`src/rtl/core/tvpa_pkg.sv`:
```
// Shared types and constants for the thermal video packet assembler.
// Used by every module under rtl/core; depends on nothing else.
`default_nettype none

package tvpa_pkg;

  // Packet geometry.
  localparam logic [7:0]  PKT_BYTES      = 8'd164;
  localparam logic [7:0]  HDR_BYTES      = 8'd4;
  localparam logic [7:0]  LINE_PIXELS    = 8'd80;
  localparam logic [6:0]  SEG_ROWS       = 7'd30;
  localparam logic [14:0] FRAME_COLS     = 15'd160;
  localparam logic [5:0]  SEG_CHECK_LINE = 6'd20;
  localparam logic [5:0]  LINE_COUNT     = 6'd60;
  localparam logic [3:0]  DISCARD_NIBBLE = 4'hF;
  localparam logic [15:0] MIN_CLEAR      = 16'hFFFF;

  // Packet status codes.
  typedef enum logic [2:0] {
    ST_OK          = 3'd0,
    ST_DISCARD     = 3'd1,
    ST_LINE        = 3'd2,
    ST_SEGZERO     = 3'd3,
    ST_SEGMISMATCH = 3'd4,
    ST_ZEROPIX     = 3'd5
  } status_t;

  // One pixel handed from the parser to the extremes tracker.
  typedef struct packed {
    logic        go;
    logic [15:0] value;
    logic [7:0]  col;
    logic [6:0]  row;
  } pix_req_t;

  // Per-byte result from the parser.
  typedef struct packed {
    logic        emit;
    logic        pixel_valid;
    logic [14:0] addr;
    logic [15:0] value;
    logic        done;
    status_t     status;
  } parse_res_t;

  // Running extremes after this byte's update.
  typedef struct packed {
    logic [15:0] max_value;
    logic [7:0]  max_col;
    logic [6:0]  max_row;
    logic [15:0] min_value;
    logic [7:0]  min_col;
    logic [6:0]  min_row;
  } track_t;

endpackage

`default_nettype wire

```
`src/rtl/core/tvpa_parse.sv`:
```
// Packet parser: byte counter, header checks and pixel assembly with addressing.
// Depends on tvpa_pkg.
`default_nettype none

module tvpa_parse import tvpa_pkg::*; (
  input  wire logic       clk,
  input  wire logic       rst_n,
  input  wire logic       acc,
  input  wire logic [7:0] byte_value,
  input  wire logic       first_of_packet,
  input  wire logic [5:0] expected_line,
  input  wire logic [2:0] expected_segment,
  output pix_req_t        pix,
  output parse_res_t      res
);

  logic [7:0] byte_index_r, byte_index_nxt;
  logic [7:0] header_first_r, header_first_nxt;
  logic [5:0] line_r, line_nxt;
  logic [2:0] seg_r, seg_nxt;
  status_t    status_r, status_nxt;
  logic       stop_r, stop_nxt;
  logic [7:0] high_r, high_nxt;

  logic [7:0]  idx;
  logic        active;
  logic [7:0]  p;
  logic [1:0]  slot;
  logic [7:0]  col;
  logic [6:0]  row;
  logic [15:0] v;
  logic        pix_go;
  logic [3:0]  nib;

  // A first-of-packet mark restarts the packet before the byte is handled.
  always_comb begin
    idx    = first_of_packet ? 8'd0 : byte_index_r;
    active = (idx < PKT_BYTES);
    p      = idx - HDR_BYTES;
    nib    = header_first_r[7:4];

    line_nxt   = first_of_packet ? expected_line : line_r;
    seg_nxt    = first_of_packet ? expected_segment : seg_r;
    status_nxt = first_of_packet ? ST_OK : status_r;
    stop_nxt   = first_of_packet ? 1'b0 : stop_r;
    high_nxt   = first_of_packet ? 8'd0 : high_r;
    header_first_nxt = header_first_r;
    byte_index_nxt   = active ? idx + 8'd1 : idx;

    // Frame position from line parity, line and segment slot.
    slot = seg_nxt[1:0] - 2'd1;
    col  = {1'b0, p[7:1]} + (line_nxt[0] ? LINE_PIXELS : 8'd0);
    row  = {5'd0, slot} * SEG_ROWS + {2'd0, line_nxt[5:1]};
    v    = {high_nxt, byte_value};

    pix_go = 1'b0;

    if (active) begin
      if (idx == 8'd0) begin
        header_first_nxt = byte_value;
        if (byte_value[3:0] == DISCARD_NIBBLE) begin
          status_nxt = ST_DISCARD;
        end
      end else if (idx == 8'd1) begin
        if (status_nxt == ST_OK) begin
          if (byte_value != {2'd0, line_nxt} || line_nxt >= LINE_COUNT) begin
            status_nxt = ST_LINE;
          end else if (line_nxt == SEG_CHECK_LINE) begin
            if (nib == 4'd0) begin
              status_nxt = ST_SEGZERO;
            end else if (nib != {1'b0, seg_nxt}) begin
              status_nxt = ST_SEGMISMATCH;
            end
          end
        end
      end else if (idx >= HDR_BYTES) begin
        if (!p[0]) begin
          high_nxt = byte_value;
        end else if (status_nxt == ST_OK && !stop_nxt) begin
          pix_go = 1'b1;
          if (v == 16'd0) begin
            stop_nxt   = 1'b1;
            status_nxt = ST_ZEROPIX;
          end
        end
      end
    end

    pix.go    = acc && pix_go;
    pix.value = v;
    pix.col   = col;
    pix.row   = row;

    res.pixel_valid = pix_go && (v != 16'd0);
    res.addr        = res.pixel_valid ? ({8'd0, row} * FRAME_COLS + {7'd0, col}) : 15'd0;
    res.value       = res.pixel_valid ? v : 16'd0;
    res.done        = active && (idx == PKT_BYTES - 8'd1);
    res.status      = status_nxt;
    res.emit        = acc && (res.pixel_valid || res.done);
  end

  // Packet state registers.
  always_ff @(posedge clk) begin
    if (!rst_n) begin
      byte_index_r   <= 8'd0;
      header_first_r <= 8'd0;
      line_r         <= 6'd0;
      seg_r          <= 3'd1;
      status_r       <= ST_OK;
      stop_r         <= 1'b0;
      high_r         <= 8'd0;
    end else if (acc) begin
      byte_index_r   <= byte_index_nxt;
      header_first_r <= header_first_nxt;
      line_r         <= line_nxt;
      seg_r          <= seg_nxt;
      status_r       <= status_nxt;
      stop_r         <= stop_nxt;
      high_r         <= high_nxt;
    end
  end

  // The counter saturates one past the last byte.
  a_index_bound: assert property (@(posedge clk) disable iff (!rst_n)
    byte_index_r <= PKT_BYTES)
    else $error("byte counter ran past the packet end");

  // Stopping on a zero pixel always leaves the zero-pixel status behind.
  a_stop_status: assert property (@(posedge clk) disable iff (!rst_n)
    stop_r |-> status_r == ST_ZEROPIX)
    else $error("pixel stop without zero-pixel status");

  // A frame write only comes from a packet that is still good.
  a_write_ok: assert property (@(posedge clk) disable iff (!rst_n)
    res.pixel_valid |-> res.status == ST_OK)
    else $error("pixel write from a rejected packet");

endmodule

`default_nettype wire

```
`src/rtl/core/tvpa_track.sv`:
```
// Running maximum and minimum pixel of the frame with their coordinates.
// Depends on tvpa_pkg.
`default_nettype none

module tvpa_track import tvpa_pkg::*; (
  input  wire logic     clk,
  input  wire logic     rst_n,
  input  wire logic     clear,
  input  wire pix_req_t pix,
  output track_t        trk
);

  track_t cur_r, cur_nxt, base;

  // Clearing happens before this byte's pixel is compared.
  always_comb begin
    if (clear) begin
      base.max_value = 16'd0;
      base.max_col   = 8'd0;
      base.max_row   = 7'd0;
      base.min_value = MIN_CLEAR;
      base.min_col   = 8'd0;
      base.min_row   = 7'd0;
    end else begin
      base = cur_r;
    end
    cur_nxt = base;
    if (pix.go && pix.value > base.max_value) begin
      cur_nxt.max_value = pix.value;
      cur_nxt.max_col   = pix.col;
      cur_nxt.max_row   = pix.row;
    end
    if (pix.go && pix.value < base.min_value) begin
      cur_nxt.min_value = pix.value;
      cur_nxt.min_col   = pix.col;
      cur_nxt.min_row   = pix.row;
    end
    trk = cur_nxt;
  end

  always_ff @(posedge clk) begin
    if (!rst_n) begin
      cur_r.max_value <= 16'd0;
      cur_r.max_col   <= 8'd0;
      cur_r.max_row   <= 7'd0;
      cur_r.min_value <= MIN_CLEAR;
      cur_r.min_col   <= 8'd0;
      cur_r.min_row   <= 7'd0;
    end else begin
      cur_r <= cur_nxt;
    end
  end

  // Either nothing seen since the clear, or the maximum is not below the minimum.
  a_order: assert property (@(posedge clk) disable iff (!rst_n)
    (cur_r.max_value >= cur_r.min_value) ||
    (cur_r.max_value == 16'd0 && cur_r.min_value == MIN_CLEAR))
    else $error("running maximum fell below running minimum");

  // A pixel above the old maximum leaves the maximum at that pixel.
  a_max_follow: assert property (@(posedge clk) disable iff (!rst_n)
    (pix.go && !clear && pix.value > cur_r.max_value) |=> cur_r.max_value == $past(pix.value))
    else $error("maximum missed a larger pixel");

  // Clearing without a pixel returns the tracker to its reset values.
  a_clear: assert property (@(posedge clk) disable iff (!rst_n)
    (clear && !pix.go) |=> (cur_r.max_value == 16'd0 && cur_r.min_value == MIN_CLEAR))
    else $error("clear did not reset the extremes");

endmodule

`default_nettype wire

```
`src/rtl/core/tvpa_out.sv`:
```
// Result register of the assembler: holds one result and drives the stream handshake.
// Depends on tvpa_pkg.
`default_nettype none

module tvpa_out import tvpa_pkg::*; (
  input  wire logic       clk,
  input  wire logic       rst_n,
  input  wire parse_res_t res,
  input  wire track_t     trk,
  input  wire logic       out_tready,
  output logic            in_tready,
  output logic            out_tvalid,
  output logic [95:0]     out_tdata,
  output logic            out_tlast,
  output logic            out_tuser
);

  logic        valid_r, valid_nxt;
  logic [95:0] data_r;
  logic        last_r;
  logic        user_r;

  // A new request may enter whenever the held result leaves or none is held.
  assign in_tready = !valid_r || out_tready;

  always_comb begin
    valid_nxt = valid_r;
    if (res.emit) begin
      valid_nxt = 1'b1;
    end else if (out_tready) begin
      valid_nxt = 1'b0;
    end
  end

  always_ff @(posedge clk) begin
    if (!rst_n) begin
      valid_r <= 1'b0;
    end else begin
      valid_r <= valid_nxt;
    end
  end

  // Payload, highest field first.
  always_ff @(posedge clk) begin
    if (res.emit) begin
      data_r <= {trk.min_row, trk.min_col, trk.min_value,
                 trk.max_row, trk.max_col, trk.max_value,
                 res.status, res.value, res.addr};
      last_r <= res.done;
      user_r <= res.pixel_valid;
    end
  end

  assign out_tvalid = valid_r;
  assign out_tdata  = data_r;
  assign out_tlast  = last_r;
  assign out_tuser  = user_r;

  // A result is never loaded while the held one is still blocked.
  a_no_overwrite: assert property (@(posedge clk) disable iff (!rst_n)
    (valid_r && !out_tready) |-> !res.emit)
    else $error("result overwritten while stalled");

  // Every held result is either a pixel write or a packet end.
  a_content: assert property (@(posedge clk) disable iff (!rst_n)
    valid_r |-> (user_r || last_r))
    else $error("empty result presented");

  // A pixel write carries the good status.
  a_user_status: assert property (@(posedge clk) disable iff (!rst_n)
    (valid_r && user_r) |-> data_r[33:31] == ST_OK)
    else $error("pixel write with bad status");

endmodule

`default_nettype wire

```
`src/rtl/core/thermal_video_packet_assembler_top.sv`:
```
// Top level of the thermal video packet assembler: parser, extremes tracker, result register.
// Depends on tvpa_pkg, tvpa_parse, tvpa_track and tvpa_out.
//
// Channel  Direction  Contents
// in_*     slave      one packet byte per request, flags in tuser
// out_*    master     frame write and/or packet status, tlast on the packet's last byte
//
// A byte is accepted every cycle while results are taken.
// Each result is presented in the cycle after its byte is accepted, from the result register.
// Bytes that produce no result still update the packet state and are never stalled
// unless a held result is blocked by out_tready.
// Reset is synchronous and active low; no clearing pass is needed after it.
`default_nettype none

module thermal_video_packet_assembler_top import tvpa_pkg::*; (
  input  wire logic        clk,
  input  wire logic        rst_n,
  input  wire logic        in_tvalid,
  output logic             in_tready,
  // [7:0] byte_value, [13:8] expected_line, [16:14] expected_segment, [23:17] zero
  input  wire logic [23:0] in_tdata,
  // [0] first_of_packet, [1] new_frame
  input  wire logic [1:0]  in_tuser,
  output logic             out_tvalid,
  input  wire logic        out_tready,
  // [14:0] pixel_address, [30:15] pixel_value, [33:31] status, [49:34] max_value,
  // [57:50] max_column, [64:58] max_row, [80:65] min_value, [88:81] min_column,
  // [95:89] min_row
  output logic [95:0]      out_tdata,
  // packet_done
  output logic             out_tlast,
  // [0] pixel_valid
  output logic             out_tuser
);

  logic       acc;
  pix_req_t   pix;
  parse_res_t res;
  track_t     trk;

  assign acc = in_tvalid && in_tready;

  // Header checks, byte counting and pixel assembly.
  tvpa_parse u_parse (
    .clk              (clk),
    .rst_n            (rst_n),
    .acc              (acc),
    .byte_value       (in_tdata[7:0]),
    .first_of_packet  (in_tuser[0]),
    .expected_line    (in_tdata[13:8]),
    .expected_segment (in_tdata[16:14]),
    .pix              (pix),
    .res              (res)
  );

  // Frame extremes.
  tvpa_track u_track (
    .clk   (clk),
    .rst_n (rst_n),
    .clear (acc && in_tuser[1]),
    .pix   (pix),
    .trk   (trk)
  );

  // Result register and handshake.
  tvpa_out u_out (
    .clk        (clk),
    .rst_n      (rst_n),
    .res        (res),
    .trk        (trk),
    .out_tready (out_tready),
    .in_tready  (in_tready),
    .out_tvalid (out_tvalid),
    .out_tdata  (out_tdata),
    .out_tlast  (out_tlast),
    .out_tuser  (out_tuser)
  );

endmodule

`default_nettype wire

```
`config.mk`:
```
export PLATFORM = sky130hd
export DESIGN_NAME = thermal_video_packet_assembler_top
export DESIGN_NICKNAME = d
export VERILOG_FILES = /design/src/rtl/core/tvpa_pkg.sv /design/src/rtl/core/tvpa_parse.sv /design/src/rtl/core/tvpa_track.sv /design/src/rtl/core/tvpa_out.sv /design/src/rtl/core/thermal_video_packet_assembler_top.sv
export SDC_FILE = /design/constraint.sdc
export NUM_CORES = 1
export LEC_CHECK = 0
export BUFFER_PORTS_ARGS = -buffer_cell sky130_fd_sc_hd__clkbuf_2
export CORE_ASPECT_RATIO = 1.1
export CORE_MARGIN = 5
export CORE_UTILIZATION = 40
export DETAILED_ROUTE_END_ITERATION = 10
export GPL_ROUTABILITY_DRIVEN = 0
export PLACE_DENSITY = 0.61
export SYNTH_ARGS = -nofsm -noshare
export SYNTH_HDL_FRONTEND = slang
export SYNTH_SLANG_ARGS = --single-unit
```
`constraint.sdc`:
```
create_clock -name clk -period 15 [get_ports clk]
set_input_delay 4.5 -clock clk [delete_from_list [all_inputs] [get_ports clk]]
set_output_delay 4.5 -clock clk [all_outputs]
set_load 0.02 [all_outputs]
```
# == After elaboration in Yosys (flattened, before gate mapping) ==
# Cells that the tools add are included.
# classes
add_sub_neg,6
eq_ne,6
n_lt_le_gt_ge,5
div,0
n_reduce_logical,21
multipliers,2
n_shift,0
n_bitwise,0
mux,44
# ops
cell,count
two-way mux 8 bit,8
two-way mux 31 bit,2
two-way mux 62 bit,1
two-way mux 3 bit,15
> comparator 16 bit,1
logical NOT 16 bit,1
less-than comparator 16 bit,1
two-way mux 1 bit,16
nonzero test 16 bit,1
adder 15 x 8 -> 15 bit,1
"multiplier 7 x 3 -> 10 bit, second input constant",1
logical AND 1 bit,9
adder 7 x 8 -> 8 bit,1
"adder 8 x 1 -> 8 bit, second input constant",1
"equality test 8 x 1 -> 1 bit, second input constant",1
"equality test 8 bit, second input constant",1
"greater-or-equal comparator 8 x 3 -> 1 bit, second input constant",1
logical NOT 8 bit,1
"less-than comparator 8 bit, second input constant",1
inequality test 8 x 6 -> 1 bit,1
"subtractor 8 x 3 -> 8 bit, second input constant",1
adder 7 x 5 -> 7 bit,1
two-way mux 7 bit,1
"equality test 6 x 5 -> 1 bit, second input constant",1
other kinds (12),15
# word_totals
latchBits,0
memories,0
ram_bits,0
elab_cells,102
output_inout_bits,100
rom_bits,0
regBits,198
input_bits,30

# == Longest topological paths before layout ==
# depth
depth_word,13
depth_mapped,18
mapped_depth_nobuf,16

# == Cells and area by module ==
# A second synthesis with hierarchy kept.
# unflattened
cells_unflattened,976
area_unflattened_um2,10446.3
# by_module_without_submodules
module,n_inst,cells_each,seq_area_each_um2,area_each_um2
tvpa_track,1,487,1241.2,4456.8
tvpa_out,1,102,2962.8,2991.6
tvpa_parse,1,385,660.6,2985.4
thermal_video_packet_assembler_top,1,2,0.0,12.5

# == Worst setup path after synthesis ==
# Ideal clock, no wire load.
# synth_timing
path_kind,input to register
startpoint,input port in_tuser[0]
endpoint,"register u_out.data_r[0], in the netlist u_out.out_tdata[0] (enable)"
path_buffers,2
cell_stages,10
arrival_ns,10.790
path_slack_ns,3.623
required_time_ns,14.413
setup_time_ns,0.587
cell_sequence,buf_2 -> inv_1 -> clkbuf_1 -> nand2_1 -> ha_1 -> nor3b_2 -> o311a_1 -> o21a_1 -> o21ai_1 -> a21oi_1
# synth_rtl
item,line_no,source
start: declaration,thermal_video_packet_assembler_top.sv:23,"input wire logic [1:0] in_tuser,"
end signal: assignment,tvpa_out.sv:46,"data_r <= {trk.min_row, trk.min_col, trk.min_value,"
end: declaration,tvpa_out.sv:19,logic [95:0] data_r;

# == Worst setup path after layout ==
# layout_timing
startpoint,input port out_tready
endpoint,output port in_tready
# layout_between
elab_chain_len,1
# layout_rtl
item,line_no,source
start: declaration,thermal_video_packet_assembler_top.sv:25,"input wire logic out_tready,"
logical OR 1 bit,tvpa_out.sv:24,assign in_tready = !valid_r || out_tready;
end: declaration,thermal_video_packet_assembler_top.sv:19,"output logic in_tready,"
# Every way passes these cells.

==> results.txt <==
Grt ovf: 0
Avg WL per Cell: 17.5 um
Routed Antenna Nets: 0
Slew Limit Fails: 0
Rows: 59
Detailed Place HPWL: 16.4 mm
Placed inst area: 0.0106 mm^2
CP peak stage delay: 0.37 ns
Fmax: 103 MHz
Outcome: finished clean
Final Non-Filler Cells: 1,365
Dominant synthesized flop cell: edfxtp_1
Startpoint Class: input pin
CTS clk-pin slew, worst paths: 0.07 ns
Gate power share: 0.133
Worst Hold Depth: 2
Chip width: 159 um
Setup CP Type: in2out
Crit path required time: 10.50 ns
Hold WS: 0.476 ns
Synthesis Warnings: 0
Detailed-route wire length: 24.0 mm
Power share of the clock group: 0.378
Pre-CTS setup slack: 5.28 ns
Post-synth top cells: nand2_1, edfxtp_1, dfxtp_1
Register area share after synthesis: 0.500
GRT Resource Usage Total: 0.175
Worst Hold Class: reg2reg
Via-to-Cell Ratio: 5.36
Layout fillers: 2,280
Leakage Power: 4.80 nW
Crit-path slowest cell: nand2b_1
Unrepaired setup endpoints after global routing: no
Root Driver: clkbuf_16
Setup bufs post-CTS: 0
PostCTS Resize Cnt: 0
Dpl cells: 1,333
R2R Path Start: u_out.out_tvalid$_SDFFE_PN0P_
Hold_buf cts: 0
CTS Buf Count: 17
Internal: 0.834 mW
Synth Area per Inst: 10.2 um^2
Crit Path Max Fanout: 9
Io pins: 130
Worst-margin pin slew: 1.16 ns
Pin count of the biggest net entering global routing: 88
Post-Syn Instances: 954
CTS tree: yes
Top cell type's share of synthesized area: 0.303
Port Buffers: 122
Vias in the first global route: 7,220
Final worst slack: 5.30 ns
WP data arrival: 5.20 ns
Critical R2R Capture: u_out.out_tdata[65]$_DFFE_PP_
Residual DRC: 0
Layout Nets: 1,138
Flops & latches, synth: 194
Sw Share: 0.267
Hold_sp: u_track.cur_r[1]$_SDFF_PN0_
CP most frequent cell: clkbuf_2
CP cell instances: clkbuf_2, nand2b_1, clkbuf_2
Final min period: 9.70 ns
Hold Path Sink: u_track.cur_r[1]$_SDFF_PN0_
FF+latch area: 0.00486 mm^2
Power per Cell Area: 102 mW/mm^2
Synth cell types: 67
Layout cells sized above 1: 0.169
H-tree depth: 4
Antenna diodes: 0
Register-to-register setup slack: 10.36 ns
Max-cap violations: 0
Full die area: 0.0275 mm^2
Sequential power share: 0.489
Initial antenna violation count: 1
Synth area leaders: edfxtp_1, dfxtp_1, ha_1
Area of the multi-input gates: 0.00449 mm^2
Fin Clk Skew: 0.0111 ns
Die Y: 174 um
VDD IR max: 0.0000811 V
Slew HR: 0.223
Design area: 0.0111 mm^2
Switching pwr: 0.303 mW
Worst reg2reg path depth: 11
Vias: 7,318
Final total power: 1.14 mW
Mapped Nets: 1,045
Clk sinks: 194
Synthesis-to-finish area growth: 14.1%
First-pass GRT wire length: 38.6 mm
EDFF count, synth: 98
TritonRoute pass-1 iters: 5
Starting Density: 0.408
Skew-Pair Late Insertion Delay: 0.43 ns
Count leader, synth: nand2_1
Final hold vios: 0
Final core occ: 0.465
Core ar.: 0.0238 mm^2
Asr flop ratio synth: 0
Part of the cycle the worst path needs: 0.646
Setup TNS Final: 0 ns
Final setup viols: 0
Mapped Area: 0.00973 mm^2
Initial DRC Count: 405
Post-synth top area cell: edfxtp_1
CP Capture Type: output port
Clock buffer depth: 2
## state kept, by name, summed over array words and instances, names as in the netlist
signal,count
u_track.cur_r,62
u_out.out_tlast,1
u_out.out_tuser,1
u_parse.header_first_r,4
u_parse.high_r,8
u_parse.stop_r,1
u_parse.status_r,3
u_parse.line_r,6
u_parse.seg_r,3
u_out.out_tdata,96
u_parse.byte_index_r,8
u_out.out_tvalid,1
## routing by layer
metal  track usage  up-vias  wire length (um)
li1              -     3591                 -
met1         0.232     3496             10700
met2         0.281      190             11100
met3        0.0439       39              1540
met4        0.0540        2               554
met5             0        -                12
## final cells by class
class,count,share of cell area
inverter,37,0.0125
sequential,194,0.438
tap,305,0.0344
clock buffer,20,0.0402
timing repair buffer,131,0.0611
clock inverter,12,0.00868
multi-input combinational,666,0.405
## cells in the final DEF, fill, tap and decap left out, types with 10 or more instances in the layout
cell	count
a21boi_0	10
mux2i_1	59
nand2_1	131
edfxtp_1	98
inv_1	37
clkbuf_2	121
nor2_1	56
dfxtp_1	96
nor3_1	30
a21oi_1	47
ha_1	58
xnor2_1	18
nand3_1	29
o21ai_0	20
and2_1	42
xor2_1	11
a31oi_1	19
clkbuf_16	17
## critical path, delay by kind of cell
| kind | cells | cell delay, ns |
|---|---|---|
| buffers and inverters | 2 | 0.32 |
| and+or+nand+nor | 1 | 0.37 |
## cells by family after synthesis
logic type | Yosys count | share of synthesized area
flops | 194 | 0.500
simple gates | 356 | 0.178
mux | 61 | 0.0630
fa+ha+maj | 61 | 0.0808
buf+inv | 94 | 0.0404
compound gates | 159 | 0.111
xor+xnor | 29 | 0.0261
## power groups by stage
stage | combinational [mW] | clock [mW] | sequential [mW]
global route | 0.173 | 0.464 | 0.556
global placement | 0.149 | 0 | 0.568
floorplan | 0.117 | 0 | 0.567
detailed placement | 0.151 | 0 | 0.568
finish | 0.151 | 0.430 | 0.556
CTS | 0.153 | 0.440 | 0.556
## how the worst max path moves through the flow
stage,slack [ns],startpoint,endpoint,cells past startpoint
floorplan,3.62,in_tuser[0],u_out.out_tdata[0]$_SDFFCE_PN0P_,10
global placement,5.28,out_tready,in_tready,3
detailed placement,5.28,out_tready,in_tready,3
CTS,5.28,out_tready,in_tready,3
global route,5.26,out_tready,in_tready,3
finish,5.30,out_tready,in_tready,3
(Power assumes the default switching activity.)
